### config.mk
export PLATFORM = sky130hd
export DESIGN_NAME = oversampled_adc_scanner
export DESIGN_NICKNAME = d
export VERILOG_FILES = /design/src/oas_pkg.sv /design/src/oversampled_adc_scanner.sv /design/src/oas_seq.sv /design/src/oas_store.sv /design/src/oas_scale.sv
export SDC_FILE = /design/constraint.sdc
export NUM_CORES = 1
export LEC_CHECK = 0
export BUFFER_PORTS_ARGS = -buffer_cell sky130_fd_sc_hd__buf_2
export CAP_MARGIN = 20
export CORE_MARGIN = 4
export CORE_UTILIZATION = 60
export CTS_CLUSTER_DIAMETER = 200
export DETAILED_ROUTE_END_ITERATION = 10
export HOLD_SLACK_MARGIN = 0.05
export PLACE_DENSITY = 0.86
export SETUP_SLACK_MARGIN = 0.15
export SLEW_MARGIN = 5
export SYNTH_ARGS = -nofsm -noshare
export SYNTH_HDL_FRONTEND = slang
export SYNTH_SLANG_ARGS = --single-unit
### constraint.sdc
create_clock -name clk -period 15.16 [get_ports clk]
set_clock_uncertainty 0.05 [all_clocks]
set_input_delay 0.758 -clock clk [delete_from_list [all_inputs] [get_ports clk]]
set_output_delay 0.758 -clock clk [all_outputs]
set_load 0.01 [all_outputs]
### src/oas_pkg.sv
`default_nettype none
package oas_pkg;

	localparam int SAMPLE_BITS = 10;
	localparam int NUM_CH      = 5;
	localparam int RAW_BITS    = 14;
	localparam int SC_BITS     = 9;

	typedef logic [2:0]             chan_t;
	typedef logic [SAMPLE_BITS-1:0] sample_t;
	typedef logic [RAW_BITS-1:0]    raw_t;
	typedef logic [SC_BITS-1:0]     scaled_t;

	localparam chan_t LAST_CH = chan_t'(NUM_CH - 1);

	typedef enum logic {
		CMD_SAMPLE = 1'b0,
		CMD_READ   = 1'b1
	} cmd_t;

	typedef enum logic [2:0] {
		CFG_V_SET = 3'd0,
		CFG_V_OUT = 3'd1,
		CFG_I_SET = 3'd2,
		CFG_I_OUT = 3'd3,
		CFG_V_IN  = 3'd4
	} cfg_idx_t;

	typedef struct packed {
		chan_t v_set;
		chan_t v_out;
		chan_t i_set;
		chan_t i_out;
		chan_t v_in;
	} chan_map_t;

	// front-end view of an item at accept time
	typedef struct packed {
		logic  done;
		chan_t ch;
		chan_t next_ch;
		raw_t  acc;
	} seq_info_t;

	typedef struct packed {
		logic  raw_re;
		chan_t raw_addr;
		logic  sc_re;
		chan_t sc_addr;
	} store_rd_t;

	typedef struct packed {
		logic    raw_we;
		logic    sc_we;
		chan_t   addr;
		raw_t    raw;
		scaled_t sc;
	} store_wr_t;

endpackage
`default_nettype wire

### src/oversampled_adc_scanner.sv
// Five-channel round-robin oversampler: 16 samples per channel, then raw sum and scaled value.
// Pipeline: stage 1 registers the item and table read, then scaling loads the output register.
// Throughput: one item per cycle unless the output stalls; raw/scaled tables are read at most
//   once per item, written per completed block, with forwarding when a read hits that write.
// Reset: accumulator, sample count and mux go to 0, tables read as 0 through per-entry
//   valid bits, channel map returns to 0..4; no clearing pass.
`default_nettype none
module oversampled_adc_scanner
	import oas_pkg::*;
(
	input  wire logic        clk,
	input  wire logic        arst_n,
	// input items
	input  wire logic        s_tvalid,
	output logic             s_tready,
	input  wire logic [15:0] s_tdata,   // [9:0] sample, [12:10] read_channel, [15:13] zero
	input  wire logic        s_tuser,   // [0] command
	// result items
	output logic             m_tvalid,
	input  wire logic        m_tready,
	output logic [31:0]      m_tdata,   // [2:0] next_channel, [5:3] channel, [19:6] raw_sum,
	                                    // [28:20] scaled, [31:29] zero
	output logic             m_tuser,   // [0] done_res
	// configuration writes
	input  wire logic        cfg_valid,
	output logic             cfg_ready,
	input  wire logic [2:0]  cfg_index,
	input  wire logic [2:0]  cfg_data
);

	// channel role map
	chan_map_t map_q;

	assign cfg_ready = 1'b1;

	always_ff @(posedge clk or negedge arst_n) begin
		if (!arst_n) begin
			map_q.v_set <= chan_t'(0);
			map_q.v_out <= chan_t'(1);
			map_q.i_set <= chan_t'(2);
			map_q.i_out <= chan_t'(3);
			map_q.v_in  <= chan_t'(4);
		end else if (cfg_valid) begin
			case (cfg_idx_t'(cfg_index))
				CFG_V_SET: map_q.v_set <= cfg_data;
				CFG_V_OUT: map_q.v_out <= cfg_data;
				CFG_I_SET: map_q.i_set <= cfg_data;
				CFG_I_OUT: map_q.i_out <= cfg_data;
				CFG_V_IN:  map_q.v_in  <= cfg_data;
				default:   ; // writes past the map are dropped
			endcase
		end
	end

	// flow control: whole pipe moves when the output register can take a result
	logic advance, accept;
	cmd_t    in_cmd;
	sample_t in_sample;
	chan_t   in_rd;

	assign advance   = !m_tvalid || m_tready;
	assign s_tready  = advance;
	assign accept    = s_tvalid && s_tready;
	assign in_cmd    = cmd_t'(s_tuser);
	assign in_sample = s_tdata[SAMPLE_BITS-1:0];
	assign in_rd     = s_tdata[12:10];

	// stage 0: accumulate, issue table reads
	seq_info_t info;

	oas_seq u_seq (
		.clk    (clk),
		.arst_n (arst_n),
		.accept (accept),
		.cmd    (in_cmd),
		.sample (in_sample),
		.info   (info)
	);

	logic rd_ok, iout_ok;
	store_rd_t st_rd;
	store_wr_t st_wr;
	raw_t      rd_raw;
	scaled_t   rd_sc;

	always_comb begin
		rd_ok   = (in_rd <= LAST_CH);
		iout_ok = (map_q.i_out <= LAST_CH);
		if (in_cmd == CMD_READ) begin
			st_rd.raw_re   = accept && rd_ok;
			st_rd.raw_addr = in_rd;
			st_rd.sc_re    = accept && rd_ok;
			st_rd.sc_addr  = in_rd;
		end else begin
			// completed block: correction source and old scaled value of this channel
			st_rd.raw_re   = accept && info.done && iout_ok;
			st_rd.raw_addr = map_q.i_out;
			st_rd.sc_re    = accept && info.done;
			st_rd.sc_addr  = info.ch;
		end
	end

	oas_store u_store (
		.clk    (clk),
		.arst_n (arst_n),
		.rd     (st_rd),
		.wr     (st_wr),
		.rd_raw (rd_raw),
		.rd_sc  (rd_sc)
	);

	// stage 1 registers
	logic  valid_s1;
	cmd_t  cmd_s1;
	logic  done_s1, rd_ok_s1, corr_ok_s1;
	chan_t ch_s1, next_s1;
	raw_t  acc_s1;

	always_ff @(posedge clk or negedge arst_n) begin
		if (!arst_n)
			valid_s1 <= 1'b0;
		else if (advance)
			valid_s1 <= accept;
	end

	always_ff @(posedge clk) begin
		if (accept) begin
			cmd_s1     <= in_cmd;
			done_s1    <= info.done;
			rd_ok_s1   <= rd_ok;
			corr_ok_s1 <= iout_ok;
			ch_s1      <= (in_cmd == CMD_READ) ? in_rd : info.ch;
			next_s1    <= info.next_ch;
			acc_s1     <= info.acc;
		end
	end

	// stage 1: scale and write back
	raw_t    iout_raw;
	scaled_t new_sc;
	logic    has_role;

	// output-current raw comes from this very block when the roles share a channel
	assign iout_raw = (map_q.i_out == ch_s1) ? acc_s1 : rd_raw;

	oas_scale u_scale (
		.map      (map_q),
		.ch       (ch_s1),
		.raw      (acc_s1),
		.iout_raw (iout_raw),
		.corr_ok  (corr_ok_s1),
		.scaled   (new_sc),
		.has_role (has_role)
	);

	logic    blk_s1;
	raw_t    res_raw;
	scaled_t res_sc;

	always_comb begin
		blk_s1       = valid_s1 && (cmd_s1 == CMD_SAMPLE) && done_s1;
		st_wr.raw_we = blk_s1 && advance;
		st_wr.sc_we  = blk_s1 && advance && has_role;
		st_wr.addr   = ch_s1;
		st_wr.raw    = acc_s1;
		st_wr.sc     = new_sc;

		if (cmd_s1 == CMD_READ) begin
			res_raw = rd_ok_s1 ? rd_raw : raw_t'(0);
			res_sc  = rd_ok_s1 ? rd_sc : scaled_t'(0);
		end else if (done_s1) begin
			res_raw = acc_s1;
			res_sc  = has_role ? new_sc : rd_sc;  // no role: table value stays
		end else begin
			res_raw = '0;
			res_sc  = '0;
		end
	end

	// output register
	always_ff @(posedge clk or negedge arst_n) begin
		if (!arst_n)
			m_tvalid <= 1'b0;
		else if (advance)
			m_tvalid <= valid_s1;
	end

	always_ff @(posedge clk) begin
		if (advance && valid_s1) begin
			m_tdata <= {3'b000, res_sc, res_raw, ch_s1, next_s1};
			m_tuser <= (cmd_s1 == CMD_SAMPLE) && done_s1;
		end
	end

endmodule
`default_nettype wire

### src/oas_seq.sv
`default_nettype none
module oas_seq
	import oas_pkg::*;
(
	input  wire logic      clk,
	input  wire logic      arst_n,
	input  wire logic      accept,
	input  wire cmd_t      cmd,
	input  wire sample_t   sample,
	output seq_info_t      info
);

	raw_t       acc_q;
	logic [3:0] cnt_q;
	chan_t      mux_q;

	logic done;
	chan_t wrap_ch;

	always_comb begin
		done    = (cmd == CMD_SAMPLE) && (cnt_q == 4'hF);
		wrap_ch = (mux_q >= LAST_CH) ? chan_t'(0) : chan_t'(mux_q + chan_t'(1));
		info.done    = done;
		info.ch      = mux_q;
		info.next_ch = done ? wrap_ch : mux_q;
		info.acc     = raw_t'(acc_q + raw_t'(sample));
	end

	always_ff @(posedge clk or negedge arst_n) begin
		if (!arst_n) begin
			acc_q <= '0;
			cnt_q <= '0;
			mux_q <= '0;
		end else if (accept && (cmd == CMD_SAMPLE)) begin
			acc_q <= done ? raw_t'(0) : info.acc;
			cnt_q <= 4'(cnt_q + 4'd1);
			mux_q <= info.next_ch;
		end
	end

endmodule
`default_nettype wire

### src/oas_store.sv
`default_nettype none
module oas_store
	import oas_pkg::*;
(
	input  wire logic      clk,
	input  wire logic      arst_n,
	input  wire store_rd_t rd,
	input  wire store_wr_t wr,
	output raw_t           rd_raw,
	output scaled_t        rd_sc
);

	raw_t    raw_mem [NUM_CH];
	scaled_t sc_mem  [NUM_CH];

	logic [NUM_CH-1:0] raw_vld_q, sc_vld_q;
	logic raw_ok_q, raw_fwd_q, sc_ok_q, sc_fwd_q;
	raw_t    raw_dat_q, raw_fwd_dat_q;
	scaled_t sc_dat_q, sc_fwd_dat_q;

	logic raw_hit, sc_hit;

	// write in the same cycle as a read of that entry: take the new data
	assign raw_hit = wr.raw_we && (wr.addr == rd.raw_addr);
	assign sc_hit  = wr.sc_we && (wr.addr == rd.sc_addr);

	always_ff @(posedge clk) begin
		if (wr.raw_we)
			raw_mem[wr.addr] <= wr.raw;
		if (wr.sc_we)
			sc_mem[wr.addr] <= wr.sc;
		if (rd.raw_re) begin
			raw_dat_q     <= raw_mem[rd.raw_addr];
			raw_fwd_dat_q <= wr.raw;
		end
		if (rd.sc_re) begin
			sc_dat_q     <= sc_mem[rd.sc_addr];
			sc_fwd_dat_q <= wr.sc;
		end
	end

	always_ff @(posedge clk or negedge arst_n) begin
		if (!arst_n) begin
			raw_vld_q <= '0;
			sc_vld_q  <= '0;
			raw_ok_q  <= 1'b0;
			raw_fwd_q <= 1'b0;
			sc_ok_q   <= 1'b0;
			sc_fwd_q  <= 1'b0;
		end else begin
			if (wr.raw_we)
				raw_vld_q[wr.addr] <= 1'b1;
			if (wr.sc_we)
				sc_vld_q[wr.addr] <= 1'b1;
			if (rd.raw_re) begin
				raw_ok_q  <= raw_vld_q[rd.raw_addr];
				raw_fwd_q <= raw_hit;
			end
			if (rd.sc_re) begin
				sc_ok_q  <= sc_vld_q[rd.sc_addr];
				sc_fwd_q <= sc_hit;
			end
		end
	end

	assign rd_raw = raw_fwd_q ? raw_fwd_dat_q : (raw_ok_q ? raw_dat_q : raw_t'(0));
	assign rd_sc  = sc_fwd_q ? sc_fwd_dat_q : (sc_ok_q ? sc_dat_q : scaled_t'(0));

endmodule
`default_nettype wire

### src/oas_scale.sv
`default_nettype none
module oas_scale
	import oas_pkg::*;
(
	input  wire chan_map_t map,
	input  wire chan_t     ch,
	input  wire raw_t      raw,
	input  wire raw_t      iout_raw,
	input  wire logic      corr_ok,
	output scaled_t        scaled,
	output logic           has_role
);

	function automatic scaled_t sat_sub(scaled_t a, scaled_t b);
		return (a > b) ? scaled_t'(a - b) : scaled_t'(0);
	endfunction

	logic [9:0]  r, ri;
	logic [15:0] p_v75, p_i60, p_v53;
	logic [13:0] p_r9;
	logic [14:0] p_i30, p_corr;
	scaled_t     corr;

	always_comb begin
		r      = raw[13:4];
		ri     = iout_raw[13:4];
		p_v75  = 16'(r[9:1]) * 16'd75;
		p_r9   = 14'(r) * 14'd9;
		p_i30  = 15'(r) * 15'd30;
		p_i60  = 16'(r) * 16'd60;
		p_v53  = 16'(r) * 16'd53;
		p_corr = 15'(ri) * 15'd19;
		corr   = corr_ok ? scaled_t'(p_corr[14:12]) : scaled_t'(0);

		has_role = 1'b1;
		if (ch == map.v_set)
			scaled = sat_sub(p_v75[15:7], scaled_t'(p_r9[13:12]));
		else if (ch == map.v_out)
			scaled = sat_sub(p_v75[15:7], corr);
		else if (ch == map.i_set)
			scaled = sat_sub(scaled_t'(p_i30[14:7]), scaled_t'(r[9]));
		else if (ch == map.i_out)
			scaled = sat_sub(p_i60[15:7], scaled_t'(r[9:8]));
		else if (ch == map.v_in)
			scaled = p_v53[15:7];
		else begin
			scaled   = '0;
			has_role = 1'b0;
		end
	end

endmodule
`default_nettype wire

Word-level counts from Yosys, hierarchy flattened
Memories as Yosys holds them, arrays and structs flattened. A register that Yosys moved wholly into a read port is not among the register bits.
Cells that the tools add are included.
{"block": "op_classes", "n_addsub": 7, "multipliers": 6, "order_cmp": 11, "n_eq_ne": 13, "mux": 42, "bitwise": 4, "reduce_logical": 23}
{"operator": "$mux W9", "count": 15}
{"operator": "$mux W14", "count": 7}
{"operator": "$mul A10 B4 Y14 const B", "count": 3}
{"operator": "$eq A3 B3 Y1", "count": 8}
{"operator": "$gt A9 B2 Y1", "count": 2}
{"operator": "$sub A9 B2 Y9", "count": 2}
{"operator": "$mul A10 B6 Y16 const B", "count": 1}
{"operator": "$mul A9 B7 Y16 const B", "count": 1}
{"operator": "$logic_and A1 B1 Y1", "count": 15}
{"operator": "$mul A10 B5 Y15 const B", "count": 1}
{"operator": "$add A14 B10 Y14", "count": 1}
{"operator": "$lt A3 B4 Y1 const B", "count": 3}
{"operator": "$mux W1", "count": 12}
{"operator": "$mux W3", "count": 4}
{"operator": "$or A5 B5 Y5", "count": 2}
{"operator": "$reduce_and A2 Y1", "count": 5}
{"operator": "$gt A9 B9 Y1", "count": 1}
{"operator": "$sub A8 B1 Y9", "count": 1}
{"operator": "$sub A9 B9 Y9", "count": 1}
{"operator": "$gt A8 B1 Y1", "count": 1}
{"operator": "$mux W8", "count": 1}
{"operator": "$bmux W1 S3", "count": 2}
{"operator": "$eq A3 B2 Y1 const B", "count": 2}
{"operator": "$le A3 B3 Y1 const B", "count": 2}
{"operator": "12 further kinds", "count": 13}
{"block": "totals", "register_bits": 129, "ramBits": 115, "in_bits": 28, "out_inout_bits": 36, "elab_cells": 135, "mem_count": 2}
{"name": "u_store.raw_mem", "words": 5, "width": 14, "read_ports": 1, "rd_ports_with_merged_regs": 1, "wr": 1, "line": "oas_store.sv:13", "rtl": "raw_t raw_mem [NUM_CH];"}
{"name": "u_store.sc_mem", "words": 5, "width": 9, "read_ports": 1, "rd_ports_with_merged_regs": 1, "wr": 1, "line": "oas_store.sv:14", "rtl": "scaled_t sc_mem [NUM_CH];"}

Longest topological paths before layout
{"block": "logic_depth", "ltp_word": 12, "ltp_mapped": 33, "mapped_depth_nobuf": 30}

By module
Synthesis repeated with hierarchy kept, for this count alone.
{"block": "unflattened", "hier_cells": 1253, "area_unflattened_um2": 16125.5}
{"mod": "oas_store", "instances": 1, "cells_each": 318, "area_per_inst_um2": 6656.4, "seq_area_each_um2": 5185.0}
{"mod": "oas_scale", "instances": 1, "cells_each": 581, "area_per_inst_um2": 4977.3, "seq_area_each_um2": 0.0}
{"mod": "oversampled_adc_scanner", "instances": 1, "cells_each": 184, "area_per_inst_um2": 2964.1, "seq_area_each_um2": 2053.2}
{"mod": "oas_seq", "instances": 1, "cells_each": 170, "area_per_inst_um2": 1527.7, "seq_area_each_um2": 525.5}

Worst setup path before layout
Ideal clock, no wire load.
{"block": "synth_path", "path_type": "reg-to-reg", "from": "reg ch_s1[1]", "to": "reg u_store.sc_fwd_dat_q[8] (data pin)", "setup_ns": 0.155, "arrival_ns": 6.156, "required_time_ns": 14.955, "path_slack_ns": 8.799, "stages_incl_launch_ff": 30, "n_path_buf": 3, "synth_period_minus_slack_ns": 6.361, "cell_sequence": "edfxtp_1 > buf_1 > xnor2_1 > nand3_1 > clkbuf_1 > buf_1 > o21ai_0 > inv_1 > ha_1 > inv_1 > fa_1 > inv_1 > ha_1 > a21o_1 > a21oi_1 > nor2b_1 > o21ai_0 > o21ai_0 > a211oi_1 > inv_1 > a21oi_1 > xnor2_1 > and2_1 > fa_1 > nor2b_1 > or4_4 > or4_1 > and4_1 > a211oi_2 > or2_1"}
{"block": "synth_via", "elab_chain_cells": 8, "word_cells_on_any_way": 17, "classes_between": "add/sub: 1; mul: 1; order compare: 1; eq/ne: 6; mux: 8"}
{"element": "start, declared", "line": "oversampled_adc_scanner.sv:116", "rtl": "chan_t ch_s1, next_s1;"}
{"element": "start signal, assigned", "line": "oversampled_adc_scanner.sv:132", "rtl": "ch_s1 <= (in_cmd == CMD_READ) ? in_rd : info.ch;"}
{"element": "$eq A3 B3 Y1", "line": "oversampled_adc_scanner.sv:144, oas_scale.sv:42"}
{"element": "$mux W14", "line": "oversampled_adc_scanner.sv:144", "rtl": "assign iout_raw = (map_q.i_out == ch_s1) ? acc_s1 : rd_raw;"}
{"element": "$mul A10 B5 Y15", "line": "oas_scale.sv:32", "rtl": "p_corr = 15'(ri) * 15'd19;"}
{"element": "$mux W3", "line": "oas_scale.sv:33", "rtl": "corr = corr_ok ? scaled_t'(p_corr[14:12]) : scaled_t'(0);"}
{"element": "$sub A9 B9 Y9 / $gt A9 B9 Y1 (equally long branches)", "line": "oas_scale.sv:15", "rtl": "return (a > b) ? scaled_t'(a - b) : scaled_t'(0);"}
{"element": "$mux W9", "line": "oas_scale.sv:15"}
{"element": "$mux W9", "line": "oas_scale.sv:38", "rtl": "else if (ch == map.v_out)"}
{"element": "$mux W9 (*)", "line": "oas_scale.sv:36", "rtl": "if (ch == map.v_set)"}
{"element": "net new_sc[8]", "line": "oversampled_adc_scanner.sv:140", "rtl": "scaled_t new_sc;"}
{"element": "end signal, assigned", "line": "oas_store.sv:38", "rtl": "sc_fwd_dat_q <= wr.sc;"}
{"element": "end, declared", "line": "oas_store.sv:19", "rtl": "scaled_t sc_dat_q, sc_fwd_dat_q;"}
The timed path passes the listed nets; every way through them passes the cells marked *.
A chain may end at the register's enable or synchronous reset.

Final worst setup path
{"block": "layout_path", "from": "reg u_store.raw_fwd_q", "to": "reg m_tdata[22] (data pin)"}
{"block": "layout_via", "elab_chain_cells": 11, "word_cells_on_any_way": 12, "classes_between": "add/sub: 1; mul: 1; order compare: 1; mux: 9"}
{"element": "start, declared", "line": "oas_store.sv:17", "rtl": "logic raw_ok_q, raw_fwd_q, sc_ok_q, sc_fwd_q;"}
{"element": "start signal, assigned", "line": "oas_store.sv:57", "rtl": "raw_fwd_q <= raw_hit;"}
{"element": "$mux W14 (*)", "line": "oas_store.sv:66", "rtl": "assign rd_raw = raw_fwd_q ? raw_fwd_dat_q : (raw_ok_q ? raw_dat_q : raw_t'(0));"}
{"element": "$mux W14 (*)", "line": "oversampled_adc_scanner.sv:144"}
{"element": "$mul A10 B5 Y15 (*)", "line": "oas_scale.sv:32"}
{"element": "$mux W3 (*)", "line": "oas_scale.sv:33"}
{"element": "$sub A9 B9 Y9 / $gt A9 B9 Y1 (equally long branches)", "line": "oas_scale.sv:15"}
{"element": "$mux W9 (*)", "line": "oas_scale.sv:15"}
{"element": "$mux W9 (*)", "line": "oas_scale.sv:38"}
{"element": "$mux W9 (*)", "line": "oas_scale.sv:36"}
{"element": "net new_sc[2]", "line": "oversampled_adc_scanner.sv:140"}
{"element": "$mux W9 (*)", "line": "oversampled_adc_scanner.sv:173", "rtl": "res_sc = has_role ? new_sc : rd_sc;"}
{"element": "$mux W9 (*)", "line": "oversampled_adc_scanner.sv:171", "rtl": "end else if (done_s1) begin"}
{"element": "$mux W9 (*)", "line": "oversampled_adc_scanner.sv:168", "rtl": "if (cmd_s1 == CMD_READ) begin"}
{"element": "net res_sc[2]", "line": "oversampled_adc_scanner.sv:158", "rtl": "scaled_t res_sc;"}
{"element": "end signal, assigned", "line": "oversampled_adc_scanner.sv:190", "rtl": "m_tdata <= {3'b000, res_sc, res_raw, ch_s1, next_s1};"}
{"element": "end, declared", "line": "oversampled_adc_scanner.sv:21", "rtl": "output logic [31:0] m_tdata,"}
Marks and branches as above.

==> run_summary.xml <==
<?xml version="1.0" encoding="UTF-8"?>
<metrics>
  <group name="timing">
    <metric name="count_of_final_hold_check_violations" unit="">0</metric>
    <metric name="maxSlewViolCount" unit="">0</metric>
    <metric name="post-route-period-util" unit="%">51.3</metric>
    <metric name="final-setup-viol-count" unit="">0</metric>
    <metric name="minimum_clock_period" unit="ns">7.77</metric>
    <metric name="max_slew.worst_pin.slew" unit="ns">1.09</metric>
    <metric name="fin_tns_setup" unit="ns">0</metric>
    <metric name="achievable-frequency" unit="MHz">129</metric>
    <metric name="rsz0062_at_grt" unit="">false</metric>
    <metric name="slew_headroom" unit="%">27.0</metric>
    <metric name="hold_ws" unit="ns">0.314</metric>
  </group>
  <group name="critical_path">
    <metric name="crit_path_top_delay_cell" unit="">sky130_fd_sc_hd__dfrtp_1</metric>
    <metric name="critPathCaptureType" unit="">flop</metric>
    <metric name="largest_stage_delay_on_the_critical_path" unit="ns">0.85</metric>
    <metric name="cp_max_fo" unit="">17</metric>
    <metric name="critPathRequiredTime" unit="ns">15.47</metric>
    <metric name="r2r_start" unit="">u_store.raw_fwd_q$_DFFE_PN0P_</metric>
    <metric name="crit_path_frequent_cell" unit="">sky130_fd_sc_hd__o21ai_0</metric>
    <metric name="critPathKind" unit="">reg -&gt; reg</metric>
    <metric name="crit_start" unit="">u_store.raw_fwd_q$_DFFE_PN0P_</metric>
    <metric name="start_kind" unit="">flop</metric>
    <metric name="critical_path_at" unit="ns">8.08</metric>
  </group>
  <group name="layout">
    <metric name="area_delta_synth_final" unit="%">9.57</metric>
    <metric name="num-fill-cells" unit="">1782</metric>
    <metric name="antenna-diode-count" unit="">0</metric>
    <metric name="final_layout_size_suffix_gt1_share" unit="%">15.1</metric>
    <metric name="post-route-util" unit="%">67.2</metric>
    <metric name="design.final.nets" unit="">1634</metric>
    <metric name="final_cell_area" unit="sq um">17600</metric>
  </group>
  <group name="logic_synthesis">
    <metric name="library_cells_used_by_synthesis" unit="">86</metric>
    <metric name="asyncSetResetFlopFracSynth" unit="%">19.5</metric>
    <metric name="synth.top_cell.area_share" unit="%">40.1</metric>
    <metric name="synthMostInstantiatedCell" unit="">sky130_fd_sc_hd__edfxtp_1</metric>
    <metric name="synth_mux_area_share" unit="%">5.63</metric>
    <metric name="count_of_flip_flops_with_a_built_in_enable_after_synthesis" unit="">215</metric>
    <metric name="synth_compound_gate_area_share" unit="%">11.7</metric>
    <metric name="synth_area_leaders" unit="">sky130_fd_sc_hd__edfxtp_1 (40%), sky130_fd_sc_hd__ha_1 (10%), sky130_fd_sc_hd__dfrtp_1 (7.3%), sky130_fd_sc_hd__fa_1 (5.6%), sky130_fd_sc_hd__inv_1 (3.1%)</metric>
    <metric name="synth_warnings" unit="">0</metric>
    <metric name="cell_accounting_for_the_most_synthesized_area" unit="">sky130_fd_sc_hd__edfxtp_1</metric>
    <metric name="mean_instance_size_in_the_synthesized_netlist" unit="sq um">11.7</metric>
    <metric name="yosys.area_share.xor_xnor" unit="%">4.19</metric>
    <metric name="synth_seq_area_share" unit="%">48.3</metric>
    <metric name="synth-adder-area-share" unit="%">15.8</metric>
    <metric name="synth.ff_latch_count" unit="">267</metric>
    <metric name="synthSimpleGateAreaFrac" unit="%">10.0</metric>
    <metric name="top_cells_by_instance_count_after_synthesis" unit="">sky130_fd_sc_hd__edfxtp_1 (215), sky130_fd_sc_hd__inv_1 (134), sky130_fd_sc_hd__ha_1 (131), sky130_fd_sc_hd__nand2_1 (125), sky130_fd_sc_hd__nor2_1 (58)</metric>
    <metric name="synthesis.area" unit="sq um">16100</metric>
    <metric name="syn-instance-count" unit="">1369</metric>
    <metric name="synth_top_family_by_area" unit="">adder cells</metric>
    <metric name="ys_flop_type" unit="">sky130_fd_sc_hd__edfxtp_1</metric>
  </group>
  <group name="route">
    <metric name="post_drt_via_cell_ratio" unit="">6.26</metric>
    <metric name="routed_wire_length" unit="um">37500</metric>
    <metric name="detailroute.via_count" unit="">11200</metric>
    <metric name="drt-pass1-iter-count" unit="">5</metric>
    <metric name="post_drt_wl_per_cell" unit="um">21.0</metric>
    <metric name="postRouteAntennaNets" unit="">0</metric>
    <metric name="drt-initial-drc-count" unit="">1041</metric>
    <metric name="drc_errors" unit="">0</metric>
  </group>
  <group name="global_route">
    <metric name="first_global_vias" unit="">11400</metric>
    <metric name="antenna_found_initial" unit="">0</metric>
    <metric name="grt_first_pass_wirelength" unit="um">59100</metric>
    <metric name="grt_start_max_net_pins" unit="">53</metric>
    <metric name="grt_overflow" unit="">0</metric>
    <metric name="grt_use_total" unit="%">25.6</metric>
  </group>
  <group name="floorplan">
    <metric name="core-area" unit="sq um">26200</metric>
    <metric name="number_of_rows_in_the_core_area" unit="">59</metric>
    <metric name="num_io_pins" unit="">64</metric>
    <metric name="die_w" unit="um">172</metric>
    <metric name="die-height" unit="um">172</metric>
    <metric name="initial_core_util" unit="%">61.4</metric>
    <metric name="fp.dieArea" unit="sq um">29500</metric>
  </group>
  <group name="cts">
    <metric name="clock_latency" unit="ns">0.53</metric>
    <metric name="clk_root_buffer_cell" unit="">sky130_fd_sc_hd__clkbuf_16</metric>
    <metric name="cts_hold_buffers" unit="">0</metric>
    <metric name="post_cts_resize_count" unit="">0</metric>
    <metric name="tritoncts_buffer_count" unit="">25</metric>
    <metric name="clock_tree_from_tritoncts" unit="">done</metric>
    <metric name="clk_pin_slew_worst_paths" unit="ns">0.07</metric>
    <metric name="cts.repair_timing.setup_buffer_count" unit="">0</metric>
    <metric name="num_clock_sinks" unit="">267</metric>
    <metric name="clock_tree.htree_level_count" unit="">1</metric>
    <metric name="cts_buffer_depth" unit="">3</metric>
  </group>
  <group name="placement">
    <metric name="place.detailed.hpwl" unit="um">26200</metric>
    <metric name="routabilityCongestion" unit="">0.899</metric>
    <metric name="place_area" unit="sq um">16800</metric>
    <metric name="port_buf_inserts" unit="">56</metric>
  </group>
  <group name="min_path">
    <metric name="min-delay-path-class" unit="">in -&gt; async</metric>
  </group>
  <group name="run_status">
    <metric name="status" unit="">complete, no violations</metric>
  </group>
  <group name="run">
    <metric name="max_cap_violations" unit="">0</metric>
  </group>
</metrics>
[registers in the layout, summed over array words and instances (netlist names), 3 cells and up]
name,cells
u_store.raw_mem,70
u_store.sc_mem,45
m_tdata,29
map_q,15
acc_s1,14
u_seq.acc_q,14
u_store.raw_dat_q,14
u_store.raw_fwd_dat_q,14
u_store.sc_dat_q,9
u_store.sc_fwd_dat_q,9
u_store.raw_vld_q,5
u_store.sc_vld_q,5
u_seq.cnt_q,4
ch_s1,3
next_s1,3
u_seq.mux_q,3
[cell families (layout without fill, tap and decap cells)]
family	after synthesis	count (layout)
xor+xnor	76	76
compound gates	271	271
fa+ha+maj	176	176
flops	267	267
mux	66	66
other cells	2	4
buf+inv	181	259
simple gates	330	330
[worst max-delay path: cells and delay by family (launching register included)]
kind,cells,cell delay [ns]
buffers and inverters,5,0.56
AOI/OAI and AO/OA,15,3.72
and+or+nand+nor,6,0.82
xor gates and xnor gates,1,0.18
DFF,1,0.85
adders and majority gates,4,1.39
[cell usage in the layout (no fill, tap or decap), types with 20 or more instances in the layout]
master,instances
sky130_fd_sc_hd__dfrtp_1,47
sky130_fd_sc_hd__edfxtp_1,215
sky130_fd_sc_hd__o21ai_0,57
sky130_fd_sc_hd__buf_4,21
sky130_fd_sc_hd__inv_1,134
sky130_fd_sc_hd__nand3_1,24
sky130_fd_sc_hd__a21oi_1,54
sky130_fd_sc_hd__nor2_1,58
sky130_fd_sc_hd__buf_2,56
sky130_fd_sc_hd__mux2_2,41
sky130_fd_sc_hd__fa_1,45
sky130_fd_sc_hd__clkbuf_16,26
sky130_fd_sc_hd__nand2_1,125
sky130_fd_sc_hd__xnor2_1,49
sky130_fd_sc_hd__and3_1,20
sky130_fd_sc_hd__a22oi_1,22
sky130_fd_sc_hd__xor2_1,26
sky130_fd_sc_hd__a21o_1,22
sky130_fd_sc_hd__ha_1,131
[routing by layer]
metal / wire, um / up-vias / global-route usage (%) / part of all wire, %
li1: - / 5086 / - / -
met1: 14900 / 5473 / 34.6 / 40
met2: 18000 / 521 / 42.2 / 48
met3: 3390 / 90 / 4.69 / 9.0
met4: 1120 / 0 / 8.58 / 3.0
met5: 0 / - / 0 / 0
[worst paths after layout]
kind | to | slack (ns) | depth (start not counted)
setup / recovery | m_tdata[22]$_DFFE_PP_ | 7.39 | 31
hold / removal | u_seq.acc_q[2]$_DFFE_PN0P_ | 0.31 | 2
setup reg to reg | m_tdata[22]$_DFFE_PP_ | 7.39 | 31
hold reg to reg | m_tdata[1]$_DFFE_PP_ | 0.37 | 0
max in group asynchronous | u_seq.acc_q[11]$_DFFE_PN0P_ | 14.27 | 2
min in group clk | m_tdata[1]$_DFFE_PP_ | 0.37 | 0
[final cells by class]
type / count / area [sq um] / share of cell area [%]
timing repair buffer: 79 / 464 / 2.63
sequential: 267 / 7760 / 44.1
clock buffer: 37 / 746 / 4.23
tap: 335 / 419 / 2.38
multi-input combinational: 923 / 7660 / 43.5
clock inverter: 9 / 66.3 / 0.376
inverter: 134 / 503 / 2.85
[per-stage QoR]
stage	setup slack, ns	instances
floorplan	8.80	1371
global route	7.00	1784
finish	7.39	1784
detailed placement	7.35	1736
CTS	7.19	1782
global placement	7.62	1736
Power is not shown: default switching activity piles up to over one toggle a cycle in this logic, so the estimate is an artifact.
